==> src/design/assert_macros.svh <==
// ----------------------------------------------------------------------------
// assert_macros.svh
// Shared assertion macros for the HSV to RGB pixel converter.
// ----------------------------------------------------------------------------
`ifndef ASSERT_MACROS_SVH
`define ASSERT_MACROS_SVH

// Same-cycle or overlapping implication check, disabled during reset.
`define HSV_ASSERT(label, clk, rst, prop, msg) \
   label: assert property (@(posedge clk) disable iff (rst) prop) else $error(msg);

// Check that holds in the cycle after a trigger, disabled during reset.
`define HSV_ASSERT_NEXT(label, clk, rst, trig, prop, msg) \
   label: assert property (@(posedge clk) disable iff (rst) (trig) |=> (prop)) \
      else $error(msg);

`endif

==> src/design/hsvrgb_pkg.sv <==
// ----------------------------------------------------------------------------
// hsvrgb_pkg
// Types and constants shared by the HSV to RGB pixel converter.
// ----------------------------------------------------------------------------
package hsvrgb_pkg;

   // Hue in 1/64 degree: a full turn and one sixth of a turn.
   localparam logic [14:0] HUE_FULL_TURN = 15'd23040;
   localparam int          HUE_SECTOR    = 3840;

   // floor(2^20 / 15), used to divide rem * 256 by 15.
   localparam logic [16:0] RECIP_DIV15   = 17'd69905;

   // 1.0 for saturation and brightness inputs.
   localparam logic [8:0]  UNIT_IN       = 9'd256;

   typedef enum logic [2:0] {
      SECT_RED     = 3'd0,
      SECT_YELLOW  = 3'd1,
      SECT_GREEN   = 3'd2,
      SECT_CYAN    = 3'd3,
      SECT_BLUE    = 3'd4,
      SECT_MAGENTA = 3'd5
   } sector_type;

   typedef struct packed {
      logic [14:0] hue_q;
      logic [8:0]  saturation;
      logic [8:0]  bright;
   } req_type;

   typedef struct packed {
      logic [7:0]  red;
      logic [7:0]  green;
      logic [7:0]  blue;
      logic [23:0] grb_word;
   } rsp_type;

endpackage

==> src/design/hsvrgb_frac.sv <==
// ----------------------------------------------------------------------------
// hsvrgb_frac
// Three-stage hue splitter: sector = hue / 3840, frac = (rem << 16) / 3840.
// ----------------------------------------------------------------------------
module hsvrgb_frac
   import hsvrgb_pkg::*;
(
   input  logic        clock,
   input  logic        en,
   input  logic [14:0] hue_q,
   output sector_type  sector,
   output logic [15:0] frac
);

   // stage A: wrap, sector by compare, remainder
   logic [14:0] hue_w;
   logic [14:0] base;
   sector_type  sect_a_in;
   logic [11:0] rem_a_in;
   sector_type  sect_a_ff;
   logic [11:0] rem_a_ff;

   always_comb begin
      hue_w     = (hue_q >= HUE_FULL_TURN) ? '0 : hue_q;
      sect_a_in = SECT_RED;
      base      = '0;
      for (int k = 1; k < 6; k++) begin
         if (hue_w >= 15'(k * HUE_SECTOR)) begin
            sect_a_in = sector_type'(3'(k));
            base      = 15'(k * HUE_SECTOR);
         end
      end
      rem_a_in = 12'(hue_w - base);
   end

   always_ff @(posedge clock) begin
      if (en) begin
         sect_a_ff <= sect_a_in;
         rem_a_ff  <= rem_a_in;
      end
   end

   // stage B: estimate (rem * 256) / 15 by reciprocal, low by at most one
   logic [28:0] prod_b;
   logic [15:0] qe_b_in;
   logic [15:0] qe_b_ff;
   logic [11:0] rem_b_ff;
   sector_type  sect_b_ff;

   always_comb begin
      prod_b  = {5'b0, rem_a_ff} * {12'b0, RECIP_DIV15};
      qe_b_in = prod_b[27:12];
   end

   always_ff @(posedge clock) begin
      if (en) begin
         qe_b_ff   <= qe_b_in;
         rem_b_ff  <= rem_a_ff;
         sect_b_ff <= sect_a_ff;
      end
   end

   // stage C: one compare-and-correct step
   logic [19:0] resid;
   logic [15:0] frac_c_in;
   logic [15:0] frac_c_ff;
   sector_type  sect_c_ff;

   always_comb begin
      resid     = {rem_b_ff, 8'b0} - (({4'b0, qe_b_ff} << 4) - {4'b0, qe_b_ff});
      frac_c_in = (resid >= 20'd15) ? qe_b_ff + 16'd1 : qe_b_ff;
   end

   always_ff @(posedge clock) begin
      if (en) begin
         frac_c_ff <= frac_c_in;
         sect_c_ff <= sect_b_ff;
      end
   end

   assign sector = sect_c_ff;
   assign frac   = frac_c_ff;

endmodule

==> src/design/hsv_to_rgb_grb_pack_core.sv <==
// ----------------------------------------------------------------------------
// hsv_to_rgb_grb_pack_core
// Pipelined six-sector HSV to RGB converter with GRB word packing.
// ----------------------------------------------------------------------------
// Usage:
//   req_*  : one pixel per transfer (hue in 1/64 degree, saturation and
//            brightness as n/256). Hue at or above 360 degrees reads as 0;
//            saturation and brightness above 256 clamp to 256.
//   rsp_*  : red, green, blue and the GRB-packed word for that pixel.
// A pixel passes stages 1 to 6 between its req transfer and rsp_valid.
// Throughput is one pixel per cycle; all six stages share one advance
// enable, so a pixel enters on every cycle the result register is empty or
// being taken.
// When the receiver holds rsp_ready low with a result waiting, the whole
// pipeline freezes in place and req_ready drops; nothing is lost or repeated.
// Bubbles inside the pipeline move up on any cycle that advances.
// Reset clears every stage valid bit and the result valid; data registers
// are not reset. No state carries from one pixel to the next.
// ----------------------------------------------------------------------------
`include "assert_macros.svh"

module hsv_to_rgb_grb_pack_core
   import hsvrgb_pkg::*;
(
   input  logic    clock,
   input  logic    reset,
   input  logic    req_valid,
   output logic    req_ready,
   input  req_type req_data,
   output logic    rsp_valid,
   input  logic    rsp_ready,
   output rsp_type rsp_data
);

   // x in Q16 (1.0 = 65536) to an 8-bit channel: (x * 255) >> 16
   function automatic logic [7:0] to_channel(input logic [16:0] x);
      logic [24:0] prod;
      logic [8:0]  c;
      prod = {x, 8'b0} - {8'b0, x};
      c    = prod[24:16];
      return (c > 9'd255) ? 8'd255 : c[7:0];
   endfunction

   // global advance: result register empty or being taken
   logic en;
   logic rsp_valid_ff;

   assign en        = !rsp_valid_ff || rsp_ready;
   assign req_ready = en;

   // stage valid bits
   logic v1_ff, v2_ff, v3_ff, v4_ff, v5_ff;

   always_ff @(posedge clock) begin
      if (reset) begin
         v1_ff        <= 1'b0;
         v2_ff        <= 1'b0;
         v3_ff        <= 1'b0;
         v4_ff        <= 1'b0;
         v5_ff        <= 1'b0;
         rsp_valid_ff <= 1'b0;
      end else if (en) begin
         v1_ff        <= req_valid;
         v2_ff        <= v1_ff;
         v3_ff        <= v2_ff;
         v4_ff        <= v3_ff;
         v5_ff        <= v4_ff;
         rsp_valid_ff <= v5_ff;
      end
   end

   // hue path: stages 1..3
   sector_type  sect3;
   logic [15:0] frac3;

   hsvrgb_frac u_frac (
      .clock  (clock),
      .en     (en),
      .hue_q  (req_data.hue_q),
      .sector (sect3),
      .frac   (frac3)
   );

   // stage 1: clamp saturation and brightness
   logic [8:0] sat1_in, bri1_in;
   logic [8:0] sat1_ff, bri1_ff;

   assign sat1_in = (req_data.saturation > UNIT_IN) ? UNIT_IN : req_data.saturation;
   assign bri1_in = (req_data.bright > UNIT_IN) ? UNIT_IN : req_data.bright;

   always_ff @(posedge clock) begin
      if (en) begin
         sat1_ff <= sat1_in;
         bri1_ff <= bri1_in;
      end
   end

   // stage 2: p = bri * (256 - sat), exact form of (v * (1 - s)) >> 16
   logic [17:0] p2_prod;
   logic [16:0] p2_ff;
   logic [8:0]  sat2_ff, bri2_ff;

   assign p2_prod = {9'b0, bri1_ff} * {9'b0, UNIT_IN - sat1_ff};

   always_ff @(posedge clock) begin
      if (en) begin
         p2_ff   <= p2_prod[16:0];
         sat2_ff <= sat1_ff;
         bri2_ff <= bri1_ff;
      end
   end

   // stage 3: align with the hue path
   logic [16:0] p3_ff;
   logic [8:0]  sat3_ff, bri3_ff;

   always_ff @(posedge clock) begin
      if (en) begin
         p3_ff   <= p2_ff;
         sat3_ff <= sat2_ff;
         bri3_ff <= bri2_ff;
      end
   end

   // stage 4: sf = (s * f) >> 16, st = (s * (1 - f)) >> 16
   logic [16:0] one_minus_f;
   logic [25:0] sf_prod, st_prod;
   logic [16:0] sf4_ff, st4_ff, p4_ff;
   logic [8:0]  bri4_ff;
   logic        grey4_ff;
   sector_type  sect4_ff;

   always_comb begin
      one_minus_f = 17'h10000 - {1'b0, frac3};
      sf_prod     = {17'b0, sat3_ff} * {10'b0, frac3};
      st_prod     = {17'b0, sat3_ff} * {9'b0, one_minus_f};
   end

   always_ff @(posedge clock) begin
      if (en) begin
         sf4_ff   <= sf_prod[24:8];
         st4_ff   <= st_prod[24:8];
         p4_ff    <= p3_ff;
         bri4_ff  <= bri3_ff;
         grey4_ff <= (sat3_ff == '0);
         sect4_ff <= sect3;
      end
   end

   // stage 5: q = (v * (1 - sf)) >> 16, t = (v * (1 - st)) >> 16
   logic [16:0] one_minus_sf, one_minus_st;
   logic [25:0] q_prod, t_prod;
   logic [16:0] q5_ff, t5_ff, p5_ff;
   logic [8:0]  bri5_ff;
   logic        grey5_ff;
   sector_type  sect5_ff;

   always_comb begin
      one_minus_sf = 17'h10000 - sf4_ff;
      one_minus_st = 17'h10000 - st4_ff;
      q_prod       = {17'b0, bri4_ff} * {9'b0, one_minus_sf};
      t_prod       = {17'b0, bri4_ff} * {9'b0, one_minus_st};
   end

   always_ff @(posedge clock) begin
      if (en) begin
         q5_ff    <= q_prod[24:8];
         t5_ff    <= t_prod[24:8];
         p5_ff    <= p4_ff;
         bri5_ff  <= bri4_ff;
         grey5_ff <= grey4_ff;
         sect5_ff <= sect4_ff;
      end
   end

   // stage 6: sector select, scale to 8 bits, pack
   logic [16:0] v5;
   logic [16:0] rx, gx, bx;
   rsp_type     rsp_in;
   rsp_type     rsp_ff;

   assign v5 = {bri5_ff, 8'b0};

   always_comb begin
      if (grey5_ff) begin
         rx = v5;
         gx = v5;
         bx = v5;
      end else begin
         case (sect5_ff)
            SECT_RED: begin
               rx = v5;    gx = t5_ff; bx = p5_ff;
            end
            SECT_YELLOW: begin
               rx = q5_ff; gx = v5;    bx = p5_ff;
            end
            SECT_GREEN: begin
               rx = p5_ff; gx = v5;    bx = t5_ff;
            end
            SECT_CYAN: begin
               rx = p5_ff; gx = q5_ff; bx = v5;
            end
            SECT_BLUE: begin
               rx = t5_ff; gx = p5_ff; bx = v5;
            end
            default: begin
               rx = v5;    gx = p5_ff; bx = q5_ff;
            end
         endcase
      end
      rsp_in.red      = to_channel(rx);
      rsp_in.green    = to_channel(gx);
      rsp_in.blue     = to_channel(bx);
      rsp_in.grb_word = {rsp_in.green, rsp_in.red, rsp_in.blue};
   end

   always_ff @(posedge clock) begin
      if (en) begin
         rsp_ff <= rsp_in;
      end
   end

   assign rsp_valid = rsp_valid_ff;
   assign rsp_data  = rsp_ff;

   // grey pixels leave with equal channels
   `HSV_ASSERT_NEXT(a_grey_equal, clock, reset, v5_ff && grey5_ff && en,
      rsp_valid && rsp_data.red == rsp_data.green && rsp_data.green == rsp_data.blue,
      "grey pixel produced unequal channels")

   // packed word agrees with the separate channels
   `HSV_ASSERT(a_grb_pack, clock, reset,
      rsp_valid |-> (rsp_data.grb_word[23:16] == rsp_data.green &&
                     rsp_data.grb_word[15:8] == rsp_data.red &&
                     rsp_data.grb_word[7:0] == rsp_data.blue),
      "GRB word does not match channels")

   // full saturation drives p to zero
   `HSV_ASSERT(a_full_sat_p, clock, reset,
      (v3_ff && sat3_ff == UNIT_IN) |-> (p3_ff == '0),
      "p nonzero at full saturation")

endmodule
==> config.mk <==
export PLATFORM = sky130hd
export DESIGN_NAME = hsv_to_rgb_grb_pack_core
export DESIGN_NICKNAME = d
export VERILOG_FILES = /design/src/design/hsvrgb_pkg.sv /design/src/design/hsvrgb_frac.sv /design/src/design/hsv_to_rgb_grb_pack_core.sv
export VERILOG_INCLUDE_DIRS = /design/src /design/src/design
export SDC_FILE = /design/constraint.sdc
export NUM_CORES = 2
export LEC_CHECK = 0
export ABC_AREA = 0
export BUFFER_PORTS_ARGS = -buffer_cell sky130_fd_sc_hd__buf_2
export CAP_MARGIN = 20
export CORE_MARGIN = 5
export CORE_UTILIZATION = 27
export DETAILED_ROUTE_END_ITERATION = 8
export GPL_TIMING_DRIVEN = 0
export PLACE_DENSITY = 0.5
export SETUP_SLACK_MARGIN = 0.02
export SYNTH_ARGS = -nofsm -noshare
export SYNTH_HDL_FRONTEND = slang
export SYNTH_SLANG_ARGS = --single-unit
export TNS_END_PERCENT = 30
==> constraint.sdc <==
create_clock -name clock -period 15.2 [get_ports clock]
set_clock_uncertainty 0.2 [all_clocks]
set_input_delay 3.04 -clock clock [delete_from_list [all_inputs] [get_ports clock]]
set_output_delay 3.04 -clock clock [all_outputs]
set_load 0.1 [all_outputs]
; ---- Word level (Yosys, flattened, before mapping)
; Index checks and enable logic that the tools add are counted.
[word_totals]
ff_bits = 335
inputBits = 37
output_inout_bits = 50
elab_cells = 100
[op_classes]
n_addsub = 11
mul = 6
order_cmp = 12
n_eq_ne = 4
n_mux = 20
n_reduce_logical = 9
[op_table]
columns = operator, count
row1 = $pmux W17 S3, 3
row2 = $mul A9 B17 Y25, 3
row3 = $sub A25 B17 Y25, 3
row4 = $mux W12, 5
row5 = $mux W17, 3
row6 = $sub A17 B17 Y17 const A, 2
row7 = $ge A15 B14 Y1 const B, 2
row8 = $ge A15 B15 Y1 const B, 2
row9 = $mul A12 B17 Y28 const B, 1
row10 = $gt A9 B8 Y1 const B, 3
row11 = $mul A9 B16 Y25, 1
row12 = $mux W8, 3
row13 = $ge A20 B4 Y1 const B, 1
row14 = $sub A20 B16 Y20, 1
row15 = $sub A20 B20 Y20, 1
row16 = $gt A9 B9 Y1 const B, 2
row17 = $mul A9 B9 Y17, 1
row18 = $sub A17 B16 Y17 const A, 1
row19 = $add A16 B1 Y16 const B, 1
row20 = $mux W16, 1
row21 = $ge A15 B12 Y1 const B, 1
row22 = $ge A15 B13 Y1 const B, 1
row23 = $mux W15, 1
row24 = $sub A12 B12 Y12, 1
row25 = 11 further kinds, 18

; ---- Logic depth before layout (Yosys ltp)
[depth]
word_depth = 9
depth_mapped = 27

; ---- By module
; Synthesis repeated with hierarchy kept, for this count alone.
[unflattened]
cells_unflattened = 3720
area_unflattened_um2 = 36792.8
[modules_own_cells]
columns = mod, n_inst, cells_per_inst, area_per_inst_um2, seq_area_each_um2
row1 = hsv_to_rgb_grb_pack_core, 1, 3260, 31793.0, 7327.0
row2 = hsvrgb_frac, 1, 460, 4999.8, 1951.9

; ---- Worst setup path before layout
; Ideal clock, no wire load.
[synth_timing]
path_type = input to output
from = in rsp_ready
to = out req_ready
t_arrival_ps = 12370
required_ps = 11960
slack_ps = -410
path_stages = 2
path_cell_list = nand2b_1 -> clkbuf_1
[synth_via]
elab_chain_len = 1
[synth_rtl]
columns = element, line
row1 = "start, declared", hsv_to_rgb_grb_pack_core.sv:31  ; input logic rsp_ready,
row2 = $logic_or A1 B1 Y1, hsv_to_rgb_grb_pack_core.sv:48  ; assign en = !rsp_valid_ff || rsp_ready;
row3 = "end, declared", hsv_to_rgb_grb_pack_core.sv:28  ; output logic req_ready,
; No other way between the ends.

; ---- Worst setup path in the final report
[layout_timing]
from = reg u_frac.frac_c_ff[1], in the netlist u_frac.frac[1]
to = reg st4_ff[16] (data pin)
[layout_via]
elab_chain_len = 2
[layout_rtl]
columns = element, line
row1 = "start, declared", hsvrgb_frac.sv:66  ; logic [15:0] frac_c_ff;
row2 = "start signal, assigned", hsvrgb_frac.sv:76  ; frac_c_ff <= frac_c_in;
row3 = $sub A17 B16 Y17, hsv_to_rgb_grb_pack_core.sv:134  ; one_minus_f = 17'h10000 - {1'b0, frac3};
row4 = $mul A9 B17 Y25, hsv_to_rgb_grb_pack_core.sv:136  ; st_prod = {17'b0, sat3_ff} * {9'b0, one_minus_f};
row5 = named net st_prod[24], hsv_to_rgb_grb_pack_core.sv:127  ; logic [25:0] sf_prod, st_prod;
row6 = "end signal, assigned", hsv_to_rgb_grb_pack_core.sv:142  ; st4_ff <= st_prod[24:8];
row7 = "end, declared", hsv_to_rgb_grb_pack_core.sv:128  ; logic [16:0] sf4_ff, st4_ff, p4_ff;
; The timed path passes the listed nets, and every way through them passes these cells.
; A chain may end at the register's enable or synchronous reset.

==> results.tsv <==
stage	metric	value	unit
clock_network	H-tree Lvls	2	
floorplanning	Initial Util	27.2	%
route	Final ANT Viol Nets	0	
worst_setup_path	element type at the critical path end	flip-flop	
route	final wirelength	90.1	mm
placed_design	I/O Buffers	86	
worst_setup_path	Data required, critical path	15.30	ns
sta	period utilization	50.7	%
synth	most frequent cell after synthesis	inv_1	
synth	synthesized area	36300	µm²
synth	share of flip-flops with an asynchronous set or reset	0	%
placed_design	DP HPWL	72.7	mm
clock_network	Root Buffer Master	clkbuf_16	
sta	clock period minus worst slack	7.70	ns
sta	Fmax	130	MHz
floorplanning	placement row count	134	
synth	Mean Syn Cell Area	9.89	µm²
floorplanning	Die Ht	377	µm
clock_network	post-CTS setup buffers	0	
sta	pins over their slew limit	0	
synth	top cells by area, synth	fa_1, edfxtp_1, ha_1, and2_1, inv_1	
global_route	total track usage	12.9	%
worst_setup_path	delay-heaviest family, CP	simple AND/OR/NAND/NOR gates	
worst_setup_path	kind of critical path	flip-flop to flip-flop	
clock_network	clk buf depth	3	
route	DRT Pass-1 Iters	5	
synth	Seq/Total Area, Yosys	25.6	%
min_path	Worst Hold Class	flip-flop to flip-flop	
global_route	initial antenna violation count	7	
worst_setup_path	Crit path top cell by count	fa_1	
clock_network	number of gates resized after cts	0	
route	WL per Instance	16.1	µm
clock_network	CTS tree	built	
placed_design	gpl congestion	0.865	
clock_network	hold buffers post-CTS	0	
sta	Hold Vio Cnt, Final	0	
floorplanning	core area	133000	µm²
run_status	outcome	finished clean	
worst_setup_path	CP arrival	7.80	ns
global_route	largest net degree at the start of global routing	121	
sta	RSZ-0062 raised after global routing	false	
worst_setup_path	crit-path max FO	10	
clock_network	CTS sink cnt	311	
synth	Yosys top cell area share	26.2	%
sta	Setup violations, final	0	
route	drt initial violations	1462	
global_route	first-pass GRT wire length	147	mm
route	vias per inst	4.46	
floorplanning	Die W	377	µm
sta	slew at the pin with the worst max-slew slack	1.10	ns
synth	Synthesized Nets	4477	
synth	Main synth FF type	edfxtp_1	
clock_network	Clock transition at path regs	0.06	ns
worst_setup_path	CP max stage delay	0.57	ns
floorplanning	die footprint	142000	µm²
clock_network	Worst-Skew Late Latency	0.56	ns
clock_network	TritonCTS buffer count	39	
synth	EDFF count, synth	305	
global_route	vias in the first global route	26300	
layout	Layout area overhead	11.0	%
route	DRC viols	0	
worst_setup_path	crit path buf inv count	4	
placed_design	placed cell count	5524	
floorplanning	I/O pins	87	
synth	biggest area consumer among synthesized cells	fa_1	
worst_setup_path	CP max-delay cell	fa_1	
sta	relative slew slack	26.4	%
layout	post-route insts no fill	5599	
global_route	total gr overflow	0	
layout	fin nets	4606	
sta	worst hold slack	0.207	ns
synth	#FFs+latches synth	311	
layout	post-layout util	30.2	%
synth	yosys warns	0	
run	max-cap violation count	0	
worst_setup_path	R2R setup slack	7.50	ns
worst_setup_path	startpoint types	flip-flop	
synth	Unique masters post-synth	78	
route	vias	25000	
synth	Synth Instances	3668	
layout	share of cells above drive strength 1	5.59	%
sta	Sum Neg Setup Slack	0	ns
synth	top cells by count, synth	inv_1, fa_1, and2_1	
==> kinds of logic after synthesis <==
family,after synthesis,synth area share (%)
DFF,311,25.6
and+or+nand+nor,1215,17.5
adders and majority gates,772,36.4
buffers and inverters,774,8.31
muxes,31,0.883
AOI/OAI and AO/OA,393,7.11
xor gates and xnor gates,172,4.19
==> layout by cell type, fill, tap and decap left out, types with 10 or more instances in the layout <==
cell,netlist,layout
a22o_1,13,13
buf_2,11,97
o211ai_1,11,11
clkbuf_1,106,110
ha_1,297,297
nand3_1,31,31
nor3_1,44,44
or3_1,16,16
o21ai_0,76,76
clkbuf_16,0,39
edfxtp_1,305,305
a22oi_1,23,23
a21boi_0,10,10
xnor2_1,122,122
and3_1,25,25
nand2b_1,36,36
nor4_1,23,23
a21o_1,24,24
o22ai_1,11,11
nor2_1,148,148
inv_1,627,627
o31ai_1,14,14
o21bai_1,10,10
nand4_1,22,22
fa_1,475,475
and2_1,410,410
mux2i_1,23,23
a21oi_1,105,105
nor2b_1,40,40
a211oi_1,12,12
nor3b_1,16,16
nand2_1,362,362
buf_4,24,24
xor2_1,48,48
o21a_1,20,20
==> final cells by class <==
class / instances / area (µm²)
Fill cell: 14100 / 93200
Inverter: 627 / 2350
Timing Repair Buffer: 88 / 485
Clock buffer: 44 / 995
Clock inverter: 27 / 275
Sequential cell: 311 / 9280
Multi-Input combinational cell: 2583 / 24000
Buffer: 147 / 673
Antenna cell: 4 / 10.0
Tap cell: 1768 / 2210
==> state kept, by name, summed over array words and instances, names as in the netlist, 12 cells and up <==
register / cells
u_frac.qe_b_ff: 16
sf4_ff: 17
p5_ff: 17
u_frac.frac: 16
p3_ff: 17
q5_ff: 17
u_frac.rem_b_ff: 12
st4_ff: 17
rsp_data: 24
p2_ff: 17
t5_ff: 17
p4_ff: 17
u_frac.rem_a_ff: 12
==> metrics by stage <==
step	setup slack, ns	instance area (µm²)
2_1_floorplan	4.50	36300
3_3_place_gp	2.06	38900
3_5_place_dp	7.42	39000
4_1_cts	7.41	40300
5_1_grt	6.84	40300
6_report	7.50	40300
==> final timing paths <==
kind,startpoint,end,depth (start not counted)
max,u_frac.frac[1]$_DFFE_PP_,st4_ff[16]$_DFFE_PP_,25
min,bri2_ff[3]$_DFFE_PP_,bri3_ff[3]$_DFFE_PP_,0
min reg2reg,bri2_ff[3]$_DFFE_PP_,bri3_ff[3]$_DFFE_PP_,0
max reg2reg,u_frac.frac[1]$_DFFE_PP_,st4_ff[16]$_DFFE_PP_,25
==> worst reg2reg max path, stage by stage (launching register included) <==
cell,delay [ns]
edfxtp_1,0.41
clkbuf_1,0.26
nor3_1,0.32
nor3b_1,0.35
nand2_1,0.15
nor3_1,0.28
nand2b_1,0.16
nor4_1,0.44
xnor2_1,0.41
nand2_1,0.19
fa_1,0.57
inv_1,0.05
fa_1,0.51
fa_1,0.55
inv_1,0.05
fa_1,0.47
inv_1,0.04
ha_1,0.18
or4_1,0.50
a21oi_1,0.22
a211oi_1,0.15
o221ai_1,0.35
o21ai_0,0.23
o21a_1,0.22
nor2_1,0.11
xnor2_1,0.08
==> per-layer routing <==
metal	share of wire [%]	GRT usage (%)	vias to the layer above
li1	-	-	12100
met1	48	17.8	12400
met2	47	21.7	403
met3	3.5	1.40	107
met4	2.3	2.96	2
met5	0.022	0	-
Power is not shown: default switching activity piles up to over one toggle a cycle in this logic, so the estimate is an artifact.
